<file path="src/rtl/core/rpc_pkg.sv">
package rpc_pkg;

  localparam int unsigned WidthW = 16;
  localparam int unsigned CfgIdxW = 3;

  typedef logic [WidthW-1:0] width_t;
  typedef logic [1:0]        ring_status_t;
  typedef logic [CfgIdxW-1:0] cfg_idx_t;

  // Request kinds.
  localparam logic KIND_TICK = 1'b0;
  localparam logic KIND_READ = 1'b1;

  // Latched ring kinds.
  localparam ring_status_t STATUS_NONE = 2'd0;
  localparam ring_status_t STATUS_SMS  = 2'd1;
  localparam ring_status_t STATUS_CALL = 2'd2;

  // Register indexes.
  localparam cfg_idx_t REG_SMS_MIN  = 3'd0;
  localparam cfg_idx_t REG_SMS_MAX  = 3'd1;
  localparam cfg_idx_t REG_CALL_MIN = 3'd2;
  localparam cfg_idx_t REG_CALL_MAX = 3'd3;
  localparam cfg_idx_t REG_HOLDOFF  = 3'd4;

  // Register reset values.
  localparam width_t SMS_MIN_RST  = 16'd11;
  localparam width_t SMS_MAX_RST  = 16'd17;
  localparam width_t CALL_MIN_RST = 16'd95;
  localparam width_t CALL_MAX_RST = 16'd105;
  localparam width_t HOLDOFF_RST  = 16'd660;

  localparam width_t WIDTH_MAX = 16'hFFFF;

  function automatic logic in_window(width_t w, width_t lo, width_t hi);
    return (lo < w) && (w < hi);
  endfunction

endpackage

</file>
<file path="src/rtl/core/ring_pulse_classifier.sv">
// A request accepted at a clock edge shows its result at the output on the next
// cycle, from the result register.
// Throughput: one request per cycle; in_ready stays high while the result register is
// empty or being emptied in the same cycle.
// Reset (synchronous, active low): registers go to their default windows, the pin is
// taken as idle high, low count, holdoff and ring latch clear, and no result is pending.
module ring_pulse_classifier (
  input  logic                        clk,
  input  logic                        rst_n,
  input  logic                        in_valid,
  output logic                        in_ready,
  input  logic                        in_kind,
  input  logic                        in_ring_level,
  output logic                        out_valid,
  input  logic                        out_ready,
  output rpc_pkg::ring_status_t       out_ring_status,
  output logic                        out_pulse_classified,
  input  logic                        cfg_we,
  input  rpc_pkg::cfg_idx_t           cfg_index,
  input  rpc_pkg::width_t             cfg_wdata
);

  rpc_pkg::width_t sms_min_r, sms_max_r, call_min_r, call_max_r, holdoff_ms_r;

  logic                  last_level_r, last_level_nxt;
  rpc_pkg::width_t       low_ticks_r, low_ticks_nxt;
  rpc_pkg::width_t       holdoff_left_r, holdoff_left_nxt;
  rpc_pkg::ring_status_t latch_r, latch_nxt;

  logic                  out_valid_r;
  rpc_pkg::ring_status_t status_r, status_nxt;
  logic                  classified_r, classified_nxt;

  rpc_pkg::width_t       holdoff_dec;
  logic                  accept;

  assign in_ready = !out_valid_r || out_ready;
  assign accept   = in_valid && in_ready;

  always_ff @(posedge clk) begin
    if (!rst_n) begin
      sms_min_r    <= rpc_pkg::SMS_MIN_RST;
      sms_max_r    <= rpc_pkg::SMS_MAX_RST;
      call_min_r   <= rpc_pkg::CALL_MIN_RST;
      call_max_r   <= rpc_pkg::CALL_MAX_RST;
      holdoff_ms_r <= rpc_pkg::HOLDOFF_RST;
    end else if (cfg_we) begin
      case (cfg_index)
        rpc_pkg::REG_SMS_MIN:  sms_min_r    <= cfg_wdata;
        rpc_pkg::REG_SMS_MAX:  sms_max_r    <= cfg_wdata;
        rpc_pkg::REG_CALL_MIN: call_min_r   <= cfg_wdata;
        rpc_pkg::REG_CALL_MAX: call_max_r   <= cfg_wdata;
        rpc_pkg::REG_HOLDOFF:  holdoff_ms_r <= cfg_wdata;
        default: ;
      endcase
    end
  end

  always_comb begin
    last_level_nxt   = last_level_r;
    low_ticks_nxt    = low_ticks_r;
    holdoff_left_nxt = holdoff_left_r;
    latch_nxt        = latch_r;
    status_nxt       = latch_r;
    classified_nxt   = 1'b0;
    holdoff_dec      = (holdoff_left_r != '0) ? holdoff_left_r - rpc_pkg::width_t'(1)
                                              : holdoff_left_r;

    if (in_kind == rpc_pkg::KIND_READ) begin
      // A read reports the latch as it was and then clears it.
      latch_nxt = rpc_pkg::STATUS_NONE;
    end else begin
      holdoff_left_nxt = holdoff_dec;
      last_level_nxt   = in_ring_level;
      if (!in_ring_level) begin
        if (last_level_r) begin
          low_ticks_nxt = rpc_pkg::width_t'(1);
        end else if (low_ticks_r != rpc_pkg::WIDTH_MAX) begin
          low_ticks_nxt = low_ticks_r + rpc_pkg::width_t'(1);
        end
      end else if (!last_level_r) begin
        if (holdoff_dec == '0) begin
          if (rpc_pkg::in_window(low_ticks_r, sms_min_r, sms_max_r)) begin
            latch_nxt      = rpc_pkg::STATUS_SMS;
            classified_nxt = 1'b1;
          end else if (rpc_pkg::in_window(low_ticks_r, call_min_r, call_max_r)) begin
            latch_nxt      = rpc_pkg::STATUS_CALL;
            classified_nxt = 1'b1;
          end
        end
        // Every rising edge restarts the holdoff, skipped or not.
        holdoff_left_nxt = holdoff_ms_r;
      end
      status_nxt = latch_nxt;
    end
  end

  always_ff @(posedge clk) begin
    if (!rst_n) begin
      last_level_r   <= 1'b1;
      low_ticks_r    <= '0;
      holdoff_left_r <= '0;
      latch_r        <= rpc_pkg::STATUS_NONE;
      out_valid_r    <= 1'b0;
    end else begin
      if (accept) begin
        last_level_r   <= last_level_nxt;
        low_ticks_r    <= low_ticks_nxt;
        holdoff_left_r <= holdoff_left_nxt;
        latch_r        <= latch_nxt;
        out_valid_r    <= 1'b1;
      end else if (out_ready) begin
        out_valid_r    <= 1'b0;
      end
    end
  end

  always_ff @(posedge clk) begin
    if (accept) begin
      status_r     <= status_nxt;
      classified_r <= classified_nxt;
    end
  end

  assign out_valid            = out_valid_r;
  assign out_ring_status      = status_r;
  assign out_pulse_classified = classified_r;

  a_classified_sets_latch: assert property (@(posedge clk) disable iff (!rst_n)
    (out_valid_r && classified_r) |-> (status_r != rpc_pkg::STATUS_NONE))
    else $error("classified result carries no ring kind");

  a_read_clears_latch: assert property (@(posedge clk) disable iff (!rst_n)
    (accept && in_kind == rpc_pkg::KIND_READ) |=> (latch_r == rpc_pkg::STATUS_NONE))
    else $error("ring latch not cleared by a read");

  a_rise_reloads_holdoff: assert property (@(posedge clk) disable iff (!rst_n)
    (accept && in_kind == rpc_pkg::KIND_TICK && in_ring_level && !last_level_r)
      |=> (holdoff_left_r == $past(holdoff_ms_r)))
    else $error("holdoff not restarted on a rising edge");

  a_low_count_nonzero: assert property (@(posedge clk) disable iff (!rst_n)
    !last_level_r |-> (low_ticks_r != '0))
    else $error("low count is zero while the pin is low");

endmodule
</file>
<file path="config.mk">
export PLATFORM = sky130hd
export DESIGN_NAME = ring_pulse_classifier
export DESIGN_NICKNAME = d
export VERILOG_FILES = /design/src/rtl/core/rpc_pkg.sv /design/src/rtl/core/ring_pulse_classifier.sv
export SDC_FILE = /design/constraint.sdc
export NUM_CORES = 1
export LEC_CHECK = 0
export ABC_AREA = 1
export BUFFER_PORTS_ARGS = -buffer_cell sky130_fd_sc_hd__buf_2
export CAP_MARGIN = 5
export CORE_MARGIN = 2
export CORE_UTILIZATION = 60
export CTS_CLUSTER_DIAMETER = 30
export CTS_CLUSTER_SIZE = 24
export DETAILED_ROUTE_END_ITERATION = 8
export PLACE_DENSITY_LB_ADDON = 0.05
export SLEW_MARGIN = 20
export SYNTH_ARGS = -nofsm -noshare
export SYNTH_HDL_FRONTEND = slang
export SYNTH_SLANG_ARGS = --single-unit
</file>
<file path="constraint.sdc">
create_clock -name clk -period 5.4 [get_ports clk]
set_clock_uncertainty 0.15 [all_clocks]
set_input_delay 0.54 -clock clk [delete_from_list [all_inputs] [get_ports clk]]
set_output_delay 0.54 -clock clk [all_outputs]
set_load 0.005 [all_outputs]
</file>
==> flow_summary.yaml <==
synthesis:
  yosysTopAreaCell: "dfxtp_1"
  ys_async_sr_fraction_pct: 0
  syn_nets: 966
  synth_ff_type: "dfxtp_1"
  synth_top_area_share_pct: 35.56
  synth_compound_area_share_pct: 17.97
  synth_cell_types: 43
  yosysSeqAreaShare_pct: 36.94
  yosys.area_share.simple_pct: 25.08
  synth_top_family_by_area: "simple AND/OR/NAND/NOR gates"
  synth-seq-cells: 119
  synth.most_common_cell: "nand2_1"
  synth-xor-area-share_pct: 1.207
  synth_warnings: 0
  synth_fa_ha_area_share_pct: 11.88
  netlist_top_cells_count: "137 x nand2_1, 120 x nor2_1, 116 x dfxtp_1"
  synthesis.instances: 878
  syn_area_per_cell_um2: 7.437
  synth_edf_count: 3
  synthTopCellsByArea: "dfxtp_1 36%, ha_1 12%, nand2_1 7.9%"
  synth_mux_area_share_pct: 0
  synth.cell_area_um2: 6530
route:
  final_antenna_net_count: 0
  routed_wl_um: 16460
  routed-via-count: 5907
  drtIter0Drc: 383
  drt-pass1-iter-count: 6
  wire_per_inst_um: 15.60
  route.detailed.drc: 0
  viasPerCell: 5.599
critical_path:
  cp_cell_sequence: "inv_1 -> ha_1 -> nand3_1 -> nor3b_1 -> nand3_1 -> a21oi_1 -> nor2_1 -> nand3_2 -> nand2_1 -> nand2_1 -> nand2_1"
  cp_max_fo: 7
  arrival_ps: 2760
  cp.required_ps: 5540
  cp-start-kind: "flip-flop"
  cp_slowest_cell: "dfxtp_1"
  path_buf_inv: 1
  worst-setup-path-type: "flip-flop to flip-flop"
  worstSetupEndpointType: "flip-flop"
  critical_path.top_delay_family: "simple AND/OR/NAND/NOR gates"
  max_stage_delay_ps: 470
  crit_top_cell: "nand2_1"
worst_hold_path:
  worstHoldPathType: "input pin to flip-flop"
clock_tree:
  cts.sinks: 119
  hold_buffers: 0
  post_cts_resized: 0
  htree_levels: 4
  postCtsSetupRepairBufs: 0
  clk_pin_slew_ps: 60
  cts_buffer_depth: 2
  cts_tree: "built"
  cts-root-buf: "clkbuf_8"
  cts_made_buffers: 17
  clk-insertion-delay-late_ps: 530
global_routing:
  grt_pass1_vias: 5703
  track_usage_pct: 30.07
  antenna_found_initial: 0
  grt_max_degree: 86
  grt_remaining_overflow: 0
  grt_pass1_wl_um: 27280
timing:
  finalSetupViolations: 0
  finalMaxSlewViolations: 0
  fin_tns_setup_ps: 0
  hold-worst-slack_ps: 159.0
  fin_crit_sh_pct: 48.59
  fmax_mhz: 381.1
  rsz0062_at_grt: "no"
  worst_pin_slew_ps: 862.3
  hold_viol_final: 0
  slew_headroom_pct: 42.45
  fin_crit_ps: 2624
layout:
  diodes: 0
  regArea_um2: 2412
  multiInputGateArea_um2: 3671
  finish.net_count: 990
  fill_cells: 956
  drive_gt1_share_pct: 11.80
  area_growth_pct: 12.76
floorplan:
  die-area_um2: 11730
  fp.coreArea_um2: 10750
  rows: 38
  start_util_pct: 60.77
  die_height_um: 108.3
  chipWidth_um: 108.3
  io_pins: 31
place:
  io_buffers: 30
  gp_congestion: 0.9191
  hpwlAfterDp_um: 11970
power:
  leakagePower_uw: 0.003307
  irDropWorstVdd_v: 0.0001719
  powerDensity_nw_per_um2: 322.1
job:
  maxCapViolations: 0
run_status:
  status: "complete, no violations"
## layout make-up
cell class,instances,area share [%]
Inverter,91,4.707
Clock inverter,8,1.291
Timing Repair Buffer,33,2.345
Tap cell,140,2.379
Clock buffer,24,6.661
Sequential cell,119,32.76
Multi-Input combinational cell,640,49.86
## sequential cells by signal (all words and copies together) (netlist names)
| register | flops |
|---|---|
| call_max_r | 16 |
| sms_min_r | 16 |
| low_ticks_r | 16 |
| out_ring_status | 2 |
| latch_r | 2 |
| holdoff_left_r | 16 |
| out_valid | 1 |
| holdoff_ms_r | 16 |
| sms_max_r | 16 |
| last_level_r | 1 |
| call_min_r | 16 |
| out_pulse_classified | 1 |
## kinds of logic (layout without fill, tap and decap cells)
logic type,count (synthesis),after routing
xor gates and xnor gates,9,9
buffers and inverters,119,156
AOI/OAI and AO/OA,209,209
and+or+nand+nor,360,360
adders and majority gates,62,62
DFF,119,119
## where the power goes
part / total, µW / internal [µW] / switching [µW]
clock network: 1100 / 714 / 391
registers: 941 / 917 / 23.3
logic: 326 / 109 / 217
total: 2370 / 1740 / 631
## per-stage QoR
stage / utilization [%] / cells / power (µW) / instance area (µm²) / setup WS [ps]
finish: 68.53 / 1055 / 2372 / 7363 / 2776
global route: 68.53 / 1055 / 2466 / 7363 / 2612
CTS: 68.53 / 1055 / 2371 / 7363 / 2787
detailed placement: 63.08 / 1023 / 1279 / 6778 / 2683
global placement: 63.08 / 1023 / 1270 / 6778 / 2701
floorplan: - / 878 / 1192 / 6530 / 3324
## worst paths after layout
kind / slack (ps) / end / startpoint / cells after the start
worst max-delay path: 2780 / out_ring_status[0] / low_ticks_r[13] / 11
worst min-delay path: 160 / sms_min_r[1] / cfg_wdata[1] / 3
worst max register to register: 2780 / out_ring_status[0] / low_ticks_r[13] / 11
worst min register to register: 310 / sms_min_r[0] / sms_min_r[0] / 2
## worst reg2reg max path: stages, from the launching register on
cell and delay [ps]:
dfxtp_1 470, inv_1 180, ha_1 300, nand3_1 140
nor3b_1 240, nand3_1 120, a21oi_1 360, nor2_1 130
nand3_2 100, nand2_1 50, nand2_1 90, nand2_1 50
## cells in the final DEF (no fill, tap or decap), types with 4 or more instances in the layout
master,netlist,routed
a221oi_1,10,10
ha_1,62,62
clkinv_2,0,4
nand3_1,48,48
inv_1,85,85
nor2_2,7,7
buf_2,0,30
nor2_4,7,7
nor3_1,11,10
nor2_1,120,120
clkbuf_16,0,16
nand2_2,9,9
nand4_1,6,6
o21ai_1,10,10
nand2_1,137,137
dfxtp_1,116,116
xor2_1,9,9
clkbuf_8,0,6
o21ai_0,84,84
a21oi_1,86,86
## per-layer routing
metal / global-route usage (%) / vias up / wire length, µm
met5: 0 / - / 0
met4: 11.63 / 0 / 444
met3: 5.847 / 35 / 794
met2: 50.18 / 151 / 7783
met1: 38.48 / 2725 / 7434
li1: - / 2996 / -
No activity file was read; power rests on OpenSTA's default activity.
